### config.mk
export PLATFORM = sky130hd
export DESIGN_NAME = rscm_cell
export DESIGN_NICKNAME = d
export VERILOG_FILES = /design/src/rtl/rscm_pkg.sv /design/src/rtl/rscm_cell.sv
export SDC_FILE = /design/constraint.sdc
export NUM_CORES = 1
export LEC_CHECK = 0
export BUFFER_PORTS_ARGS = -buffer_cell sky130_fd_sc_hd__buf_2
export CAP_MARGIN = 20
export CORE_MARGIN = 5
export CORE_UTILIZATION = 62
export CTS_CLUSTER_SIZE = 40
export DETAILED_ROUTE_END_ITERATION = 8
export GPL_TIMING_DRIVEN = 0
export PLACE_DENSITY = 0.92
export REMOVE_ABC_BUFFERS = 1
export SYNTH_ARGS = -nofsm -noshare
export SYNTH_HDL_FRONTEND = slang
export SYNTH_SLANG_ARGS = --single-unit
### constraint.sdc
create_clock -name clk -period 3.7 [get_ports clk]
set_input_delay 0.185 -clock clk [delete_from_list [all_inputs] [get_ports clk]]
set_output_delay 0.185 -clock clk [all_outputs]
set_load 0.005 [all_outputs]
### src/rtl/rscm_pkg.sv
package rscm_pkg;

    // Fixed field widths of the item and configuration formats
    localparam int ROW_W      = 4;   // pattern_row
    localparam int COL_W      = 3;   // pattern_col
    localparam int KEY_IN_W   = 32;  // key as carried on the input channel
    localparam int OUT_W      = 16;  // list_row
    localparam int ROWS_CFG_W = 5;   // pattern_rows_used
    localparam int COLS_CFG_W = 4;   // pattern_cols_used
    localparam int CFG_IDX_W  = 1;
    localparam int CFG_DATA_W = 5;
    localparam int S_TDATA_W  = 40;  // row, col, key packed, padded to whole bytes

    // Opcode carried in tuser
    localparam logic OP_LOAD = 1'b0;
    localparam logic OP_LIST = 1'b1;

    // Configuration register indexes
    localparam logic [CFG_IDX_W-1:0] CFG_ROWS_USED = 1'b0;
    localparam logic [CFG_IDX_W-1:0] CFG_COLS_USED = 1'b1;

    // Control word handed from cell to cell along with the key
    typedef struct packed {
        logic             valid;
        logic             is_load;   // pattern load that lands inside the table
        logic             is_list;   // list row key
        logic             row_end;
        logic             hit;       // some earlier cell found a whole pattern row
        logic [ROW_W-1:0] row;
        logic [COL_W-1:0] col;
    } ctl_t;

endpackage

### src/rtl/rscm_cell.sv
module rscm_cell #(
    parameter int ROW_ID     = 0,
    parameter int COLS       = 8,
    parameter int KEY_WIDTH  = 32
) (
    input  logic                                clk,
    input  logic                                rst_n,
    input  logic                                advance,
    input  logic [rscm_pkg::ROWS_CFG_W-1:0]     rows_used,
    input  logic [rscm_pkg::COLS_CFG_W-1:0]     cols_used,
    input  rscm_pkg::ctl_t                      ctl_in,
    input  logic [KEY_WIDTH-1:0]                key_in,
    output rscm_pkg::ctl_t                      ctl_out,
    output logic [KEY_WIDTH-1:0]                key_out
);

    logic [KEY_WIDTH-1:0] entry_reg [COLS];
    logic [COLS-1:0]      seen_reg;
    logic [COLS-1:0]      match;
    logic                 all_seen;
    logic                 row_sel;
    logic                 row_active;
    logic                 step;
    rscm_pkg::ctl_t       ctl_next;
    rscm_pkg::ctl_t       ctl_reg;
    logic [KEY_WIDTH-1:0] key_reg;

    assign step       = advance && ctl_in.valid;
    assign row_sel    = 32'(ctl_in.row) == 32'(ROW_ID);
    assign row_active = 32'(ROW_ID) < 32'(rows_used);

    // Compare the passing key with every entry of this row at once
    for (genvar c = 0; c < COLS; c++) begin : g_col
        assign match[c] = entry_reg[c] == key_in;

        always_ff @(posedge clk)
        begin
            if (step && ctl_in.is_load && row_sel && 32'(ctl_in.col) == 32'(c))
            begin
                entry_reg[c] <= key_in;
            end
        end
    end

    always_comb
    begin
        all_seen = 1'b1;
        for (int c = 0; c < COLS; c++)
        begin
            if (32'(c) < 32'(cols_used) && !(seen_reg[c] || match[c]))
            begin
                all_seen = 1'b0;
            end
        end
        ctl_next     = ctl_in;
        ctl_next.hit = ctl_in.hit ||
                       (ctl_in.is_list && ctl_in.row_end && row_active && all_seen);
    end

    always_ff @(posedge clk or negedge rst_n)
    begin
        if (!rst_n)
        begin
            seen_reg <= '0;
            ctl_reg  <= '0;
        end
        else if (advance)
        begin
            ctl_reg <= ctl_next;
            if (ctl_in.valid)
            begin
                if (ctl_in.is_load || (ctl_in.is_list && ctl_in.row_end))
                begin
                    seen_reg <= '0;
                end
                else if (ctl_in.is_list)
                begin
                    seen_reg <= seen_reg | match;
                end
            end
        end
    end

    always_ff @(posedge clk)
    begin
        if (advance)
        begin
            key_reg <= key_in;
        end
    end

    assign ctl_out = ctl_reg;
    assign key_out = key_reg;

endmodule

==> run metrics, run 1 <==
Tcrit/Tclk final=76.53%; post-CTS resize count=0; FF-to-FF path depth=7; Chip Height=152.8 um; Setup TNS Final=0 ns; Layout Nets=just over 900; P_leak=0.004530 uW; antenna violations before repair=1; DRC=0; GRT Overall Usage=between 20% and 30%; synthesized cell area=around 13000 um^2; Synth Area per Inst=16.88 um^2; Final setup viols=0; status=complete, no violations; floorplan core area=just over 20000 um^2; Max Transition Viols Final=0; Worst Hold Class=input port to flip-flop; total gr overflow=0; Post-DRT Antenna Nets=0; DR vias=6818; vias in the first global route=just under 7k; Synth Register Bits=308; Worst Clk Skew=0.01144 ns; clock tree buffer depth=3; RePlAce Congestion=a little under 0.9; Post-Route WL=26780 um; CTS tree=yes; Initial DRC Count=roughly 620; initial core utilization=62.68%; drt pass-1 iters=6; share of layout cells above drive strength 1=19.82%; CP cell instances=xnor2_1 -> nand4_1 -> nor4_1 -> a21oi_1 -> o41ai_2 -> o221ai_1 -> o31ai_2; RSZ-0062 raised after global routing=no; Slowest-stage cell, CP=nor4_1; DR WL/cell=23.11 um; WS Path Type=flip-flop to flip-flop; sequential area share after synthesis=72.37%; hold path cells=3; crit end category=flip-flop; Max Cap Viol=0; Post-DP HPWL=15560 um; CTS Sinks=308; clk slew on worst S/H paths=0.06 ns; Top Ports=100; DIE AREA=between 20000 and 25000 um^2; largest net degree at the start of global routing=47; clk_lat worst skew=0.54 ns; CP peak stage delay=0.91 ns; post-synthesis cell type count=30; Mapped Cells=between 700 and 800; worst-margin pin slew=1.033 ns; Critical Path AT=about 3.3 ns; final hold viol count=0; Max Freq=about 0.35 GHz; via/cell ratio=5.883; Syn. warnings=0; CP required=4.15 ns; flip-flop count of the largest register after layout=256; clock root cell=clkbuf_16; PwrDens=510.1 nW/um^2; IO buf count=99; CP max FO=2; row count=52; worst vdd rail ir drop=roughly 0.00050 V; Die X-Extent=152.8 um; number of CTS-inserted buffers=31; first-pass GRT wire length=40780 um; Final min period=2.832 ns; WHS=0.06490 ns; Setup crit start kind=flip-flop; Layout area overhead=14.08%; relative slew slack=between 30% and 40%; H-tree lvl count=1
-- cell usage after synthesis --
library cell	number	area, um^2
nor2_1	8	30.03
nand2_1	4	15.01
buf_4	15	112.6
dfrtp_1	20	500.5
mux2i_1	1	10.01
or2_2	1	6.260
buf_2	2	10.01
nor3_1	2	10.01
a311oi_1	1	8.760
or4_1	1	7.510
mux2_2	10	112.6
and3_1	1	6.260
inv_1	2	7.510
clkbuf_1	2	7.510
a211oi_1	1	7.510
nor4_1	17	106.4
o211ai_1	1	7.510
buf_1	1	3.750
o31ai_2	1	12.51
xnor2_1	256	2242
nand2b_1	3	18.77
nand4_1	64	400.4
o21ai_0	10	50.05
o221ai_1	1	8.760
nor2b_1	1	6.260
a21oi_1	18	90.09
edfxtp_1	288	8648
o41ai_2	1	16.27
buf_6	15	168.9
or4b_2	1	10.01
-- area by class of cell --
type / count / area [um^2]
Tap cell: 270 / 337.8
Sequential cell: 308 / 9149
Inverter: 2 / 7.507
Multi-Input combinational cell: 404 / 3238
Clock buffer: 36 / 794.5
Clock inverter: 21 / 205.2
Fill cell: 1158 / 5747
Timing Repair Buffer: 117 / 688.2
Antenna cell: 1 / 2.502
-- power by group --
part           total (uW)  internal, uW  switching [uW]
Sequential           3870          3860            15.6
Clock                3060          1810            1250
Combinational         429           167             262
-- cells in the final DEF (no fill, tap or decap), drive strengths merged, types with 2 or more instances in the layout --
master / netlist / layout
dfrtp: 20 / 20
mux2: 10 / 10
dlygate4sd3: 0 / 12
buf: 33 / 105
nand2b: 3 / 3
a21oi: 18 / 18
clkbuf: 2 / 36
bufinv: 0 / 4
nor3: 2 / 2
nand4: 64 / 64
clkinv: 0 / 17
inv: 2 / 2
nor4: 17 / 17
edfxtp: 288 / 288
nand2: 4 / 4
nor2: 8 / 8
o21ai: 10 / 10
xnor2: 256 / 256
-- metal layers --
| layer | wire length (um) | track usage [%] |
|---|---|---|
| met1 | 10760 | 31.19 |
| met3 | 1806 | 3.834 |
| met5 | 0 | 0 |
| met4 | 768 | 5.940 |
| met2 | 13450 | 38.36 |
-- repair_timing --
action	4_1_cts	5_1_grt
setup buffers	0	0
hold buffers	12	0
endpoints found under the hold margin	31	0
-- worst max-delay path, delay by kind of cell, from the launching register on --
family | cells | cell delay, ns
xor+xnor | 1 | 0.16
compound gates | 4 | 1.14
simple gates | 2 | 1.08
flops | 1 | 0.38
-- through the flow --
step	util [%]	std cells	power (uW)	setup slack [ns]	instance area, um^2
floorplan	-	714	4106	0.2456	12340
global placement	65.31	1083	4332	-2.126	13170
detailed placement	65.84	1088	4355	0.08693	13280
CTS	71.40	1157	7382	0.6029	14400
global route	71.51	1159	7593	0.8402	14420
finish	71.51	1159	7357	0.8683	14420
-- cells by family after synthesis --
group / after synthesis / synth area share (%)
flip-flops: 308 / 72.37
XOR/XNOR: 256 / 17.74
AND/OR/NAND/NOR: 103 / 4.879
buffers and inverters: 37 / 2.454
AO/OA/AOI/OAI: 34 / 1.594
multiplexers: 11 / 0.9699
-- final timing paths --
path,startpoint,end,slack [ns]
worst max-delay path,entry_reg[0][103],ctl_out[7],0.87
worst min-delay path,rows_used[2],ctl_out[7],0.06
worst max register to register,entry_reg[0][103],ctl_out[7],0.87
worst min register to register,ctl_out[1],ctl_out[1],0.52
max in group asynchronous,rst_n,seen_reg[7],3.20
min in group asynchronous,rst_n,ctl_out[6],0.15
(Power assumes the default switching activity.)
==> run 2: changes to the inputs <==
--- a/config.mk
+++ b/config.mk
@@ -8,11 +8,11 @@
 export BUFFER_PORTS_ARGS = -buffer_cell sky130_fd_sc_hd__buf_2
 export CAP_MARGIN = 20
 export CORE_MARGIN = 5
-export CORE_UTILIZATION = 62
+export CORE_UTILIZATION = 54
 export CTS_CLUSTER_SIZE = 40
 export DETAILED_ROUTE_END_ITERATION = 8
 export GPL_TIMING_DRIVEN = 0
-export PLACE_DENSITY = 0.92
+export PLACE_DENSITY = 0.86
 export REMOVE_ABC_BUFFERS = 1
 export SYNTH_ARGS = -nofsm -noshare
 export SYNTH_HDL_FRONTEND = slang
==> constraint.sdc (replaced) <==
create_clock -name clk -period 2.3 [get_ports clk]
set_input_delay 0.115 -clock clk [delete_from_list [all_inputs] [get_ports clk]]
set_output_delay 0.115 -clock clk [all_outputs]
set_load 0.005 [all_outputs]
==> run 2 against run 1 <==
  * Die area increased by 14%
  * Clock skew up 0.0012 ns
  * Cell count is 4.7% higher
  * Combinational power increased by 62%
  * Utilization fell by 8.4 points
  * Non-clock buffer count up 3
  * Hold slack got worse by 0.038 ns
  * Flip-flop and latch count is the same
  * Largest cell class unchanged
==> run metrics, run 2 (same netlist as run 1, synthesis figures left out) <==
DR vias=6668; Final Non-Filler Cells=1213; CTS Sinks=around 310; clock tree buffer depth=3; drt pass-1 iters=5; status=complete, no violations; share of layout cells above drive strength 1=20.36%; CTS tree=yes; largest net degree at the start of global routing=47; total gr overflow=0; P_leak=0.004611 uW; Initial DRC Count=499; commonest non-fill, non-tap cell in the layout=edfxtp_1; Worst Hold Class=input port to flip-flop; clk slew on worst S/H paths=0.06 ns; most frequent cells in the layout=edfxtp_1 (288), xnor2_1 (256), buf_2 (98), nand4_1 (64), clkbuf_16 (35); number of CTS-inserted buffers=34; final hold viol count=0; FF-to-FF path depth=7; Layout area overhead=16.17%; Final min period=2.262 ns; final worst slack=approximately 0.038 ns; Layout Utilization=63.13%; Setup crit end=entry_reg[0][119]; CP max FO=32; clk_lat worst skew=0.50 ns; Final setup viols=0; CP required=2.41 ns; worst-margin pin slew=0.9966 ns; via/cell ratio=5.497; Setup TNS Final=0 ns; Tcrit/Tclk final=98.37%; total power=12070 uW; Post-DRT Antenna Nets=0; Filler cells=1605; DRC=0; cell count after placement=1137; vias in the first global route=6855; RSZ-0062 raised after global routing=yes; flop-to-flop setup slack=approximately 0.13 ns; Crit. Startpoint=ctl_in[4]; Max Transition Viols Final=0; clock root cell=clkbuf_16; Setup crit start kind=input port; relative slew slack=approximately 33%; initial core utilization=54.35%; Layout Nets=926; Max Cap Viol=0; Post-Route WL=roughly 27000 um; crit end category=flip-flop; IO buf count=99; H-tree lvl count=2; worst vdd rail ir drop=0.0004336 V; Die X-Extent=163.0 um; Worst Clk Skew=0.01266 ns; Chip Height=163.0 um; GRT Overall Usage=20.09%; RePlAce Congestion=0.8229; first-pass GRT wire length=40020 um; Reg-to-Reg Start=entry_reg[0][33]; Top Ports=100; PwrDens=821.8 nW/um^2; Post-DP HPWL=between 15000 and 20000 um; DIE AREA=26570 um^2; antenna violations before repair=1; flip-flop count of the largest register after layout=between 200 and 300; Max Freq=0.4420 GHz; pre-CTS WS=-1.472 ns; floorplan core area=23260 um^2; ANT cells=0; DR WL/cell=between 20 and 25 um; Critical Path AT=around 2.4 ns; r2r endpoint=ctl_out[7]; WS Path Type=input port to flip-flop; row count=56
-- run 2: cell type report --
cell class | count | area [um^2] | area share (%)
Sequential cell | 308 | 9149 | 62.29
Multi-Input combinational cell | 404 | 3354 | 22.84
Clock buffer | 40 | 894.6 | 6.091
Timing Repair Buffer | 120 | 715.7 | 4.873
Tap cell | 319 | 399.1 | 2.718
Clock inverter | 20 | 166.4 | 1.133
Inverter | 2 | 7.507 | 0.05112
-- run 2: what timing repair did --
| item | CTS | global route |
|---|---|---|
| buffers inserted | 1 | 0 |
| resized for setup | 11 | 9 |
| hold buffers | 15 | 0 |
| hold endpoints to repair | 32 | 0 |
| setup endpoints to repair | 257 | 201 |
| pin swaps | 4 | 4 |
-- run 2: metal layers --
metal	vias up	track usage, %	share of wire (%)
met5	-	0	0.048
met3	54	4.657	6.6
met1	3369	26.93	41
li1	2999	-	-
met4	2	5.909	2.4
met2	244	33.21	49
-- run 2: how the worst min path moves through the flow --
stage,cells after the start,slack [ns],endpoint,from
detailed placement,1,0.09,ctl_out[5],rst_n
finish,3,0.03,ctl_out[7],rows_used[2]
global route,3,0.02,ctl_out[7],rows_used[2]
floorplan,0,-0.18,ctl_out[0],rst_n
CTS,3,0.01,ctl_out[7],rows_used[2]
global placement,1,0.09,ctl_out[5],rst_n
-- run 2: power by group --
group	internal [uW]	switching (uW)
sequential	6200	21.7
clock	3110	2050
combinational	271	422
total	9580	2490
-- run 2: worst max-delay path, stage by stage --
cell	delay (ns)
dlygate4sd3_1	0.56
buf_2	0.14
nor2_1	0.13
nand2_1	0.09
nor4_2	0.20
nand2b_1	0.30
nor2_4	0.84
-- run 2: per-stage QoR --
step	hold slack [ns]	area (um^2)
after global routing	0.01568	14690
after global placement	0.09454	13230
after detailed placement	0.09186	13350
final	0.02651	14690
after floorplan	-0.1806	12340
after CTS	0.01496	14630
==> run 3: changes to the inputs <==
--- a/config.mk
+++ b/config.mk
@@ -5,14 +5,14 @@
 export SDC_FILE = /design/constraint.sdc
 export NUM_CORES = 1
 export LEC_CHECK = 0
-export BUFFER_PORTS_ARGS = -buffer_cell sky130_fd_sc_hd__buf_2
 export CAP_MARGIN = 20
 export CORE_MARGIN = 5
-export CORE_UTILIZATION = 54
+export CORE_UTILIZATION = 35
 export CTS_CLUSTER_SIZE = 40
 export DETAILED_ROUTE_END_ITERATION = 8
+export DONT_BUFFER_PORTS = 1
 export GPL_TIMING_DRIVEN = 0
-export PLACE_DENSITY = 0.86
+export PLACE_DENSITY = 0.61
 export REMOVE_ABC_BUFFERS = 1
 export SYNTH_ARGS = -nofsm -noshare
 export SYNTH_HDL_FRONTEND = slang
==> run 3 against run 2 <==
  * Count of clock-buffer cells in the layout up 5
  * Hold slack improved by 0.023 ns
  * Clock skew rose by 0.0023 ns
  * First-iteration DRC count is 17% higher
  * Clock power grew 14%
  * Setup slack better by 0.015 ns
  * Wire length up 33%
  * Maximum frequency grew 0.67%
  * Cell area grew 2.0%
  * Critical endpoint is now ctl_out[7]
  * Largest power group unchanged
  * Highest routed layer unchanged
==> run metrics, run 3 (same netlist as run 1, synthesis figures left out) <==
Tcrit/Tclk final=approximately 98%; Initial DRC Count=582; Worst Hold Endpoint=ctl_out[11]; Post-DRT Antenna Nets=0; flip-flop count of the largest register after layout=between 200 and 300; Die X-Extent=200.1 um; Final Non-Filler Cells=1300; Critical Path AT=2.67 ns; Setup crit start kind=flip-flop; floorplan core area=35660 um^2; Post-Route WL=35790 um; flop-to-flop setup slack=0.05 ns; Clk pwr share=46.4%; via/cell ratio=5.142; Layout area overhead=18.48%; FF-to-FF path depth=7; CP cell instances=xnor2_1 -> nand4_1 -> nor4_4 -> a21oi_1 -> o41ai_2 -> o221ai_1 -> o31ai_2; Worst Hold Class=input port to flip-flop; WS Path Type=flip-flop to flip-flop; PwrDens=846.8 nW/um^2; clock root cell=clkbuf_16; crit end category=flip-flop; DIE AREA=40020 um^2; number of buffers and inverters on the critical path=0; CTS Sinks=approximately 300; final hold viol count=0; Int Power=between 10000 and 15000 uW; Post-DP HPWL=roughly 16000 um; clk_lat worst skew=roughly 0.52 ns; sw power=2570 uW; IO buf count=0; Chip Height=roughly 200 um; Max Cap Viol=0; total power=12680 uW; P_leak=0.004472 uW; DR WL/cell=around 28 um; initial core utilization=~35%; share of layout cells above drive strength 1=11.44%; clk slew on worst S/H paths=0.06 ns; relative slew slack=between 30% and 40%; Worst Clk Skew=around 0.015 ns; r2r endpoint=ctl_out[7]; RePlAce Congestion=0.7605; cell count after placement=between 1k and 1.5k; WHS=0.04983 ns; Seq pwr share=49.3%; Sw Share=about a fifth; worst-margin pin slew=between 0.9 and 1 ns; RSZ-0062 raised after global routing=no; DR vias=6685; Max Transition Viols Final=0; most frequent cells in the layout=edfxtp_1 (288), xnor2_1 (256), nand4_1 (64), dlygate4sd3_1 (51), clkbuf_16 (38); status=complete, no violations; delay-heaviest family, CP=compound AO/OA/AOI/OAI gates; CP peak stage delay=approximately 0.49 ns; Top Ports=100; vias in the first global route=6631; CP required=2.73 ns; total gr overflow=0; antenna violations before repair=4; Max Freq=0.4450 GHz; Gate power share=under 10%; Slowest-stage cell, CP=nor4_4; Layout Nets=about 870; H-tree lvl count=2; drt pass-1 iters=5; CP max FO=3; largest net degree at the start of global routing=46; ANT cells=0; min-delay src=ctl_in[11]; worst vdd rail ir drop=between 0.0004 and 0.0005 V; GRT Overall Usage=17.90%; CTS tree=yes; clock tree buffer depth=3; hold path cells=2; Final setup viols=0; Reg-to-Reg Start=entry_reg[0][94]; first-pass GRT wire length=49890 um; commonest non-fill, non-tap cell in the layout=edfxtp_1; Final min period=2.247 ns; row count=just under 70; DRC=0; number of CTS-inserted buffers=36
run 3: changes by cell type in the layout (fill, tap and decap cells not counted), sizes merged:
cell and delta:
clkbuf +5, dlygate4sd3 +36, buf -95, clkinv -6, clkinvlp +3, bufinv +2
run 3: layout make-up:
type / count / area [um^2]
tap: 461 / 576.8
inverter: 2 / 7.507
multi-input combinational: 404 / 3327
fill: 3170 / 20680
clock inverter: 19 / 244.0
sequential: 308 / 9149
timing repair buffer: 61 / 676.9
clock buffer: 45 / 997.2
run 3: through the flow:
step / setup TNS, ns / utilization [%] / setup WS, ns / area (um^2)
after floorplan: -108.56 / - / -1.084 / 12340
after global placement: -429.78 / 36.22 / -2.619 / 12920
after detailed placement: -21.82 / 36.73 / -0.3994 / 13100
after CTS: 0 / 41.84 / 0.01688 / 14920
after global routing: 0 / 42.01 / 0.0003846 / 14980
final: 0 / 42.01 / 0.05270 / 14980
run 3: power groups by stage:
stage | sequential, uW | clock [uW] | combinational, uW
after detailed placement | 6370 | 0 | 285
final | 6250 | 5890 | 542
after global routing | 6260 | 6260 | 586
after floorplan | 6350 | 0 | 252
after CTS | 6250 | 6020 | 549
after global placement | 6370 | 0 | 277
run 3: worst max path at each step:
stage | startpoint | to | slack, ns | cells past startpoint
global route | entry_reg[0][94] | ctl_out[7] | 0.0004 | 7
detailed placement | advance | entry_reg[0][1] | -0.40 | 6
global placement | advance | entry_reg[1][21] | -2.62 | 4
CTS | entry_reg[1][4] | ctl_out[7] | 0.02 | 7
finish | entry_reg[0][94] | ctl_out[7] | 0.05 | 7
floorplan | advance | entry_reg[0][0] | -1.08 | 4
run 3: timing repair:
action / in CTS / in global routing
setup buffers: 0 / 0
setup endpoints to repair: 1 / 1
endpoints found under the hold margin: 381 / 6
resized for setup: 8 / 5
pin swaps: 0 / 1
hold buffers: 51 / 1
run 3: routing by layer:
layer | routed length [um] | GRT usage (%) | part of all wire, %
met1 | 15960 | 25.50 | 45
met2 | 16930 | 28.28 | 47
met3 | 2192 | 3.860 | 6.1
met4 | 689 | 4.377 | 1.9
met5 | 21 | 0 | 0.059
run 3: worst reg2reg max path: cells and delay by family (launching register included):
| kind | cells | cell delay (ns) |
|---|---|---|
| AO/OA/AOI/OAI | 4 | 0.96 |
| AND/OR/NAND/NOR | 2 | 0.68 |
| flip-flops | 1 | 0.37 |
| XOR/XNOR | 1 | 0.15 |
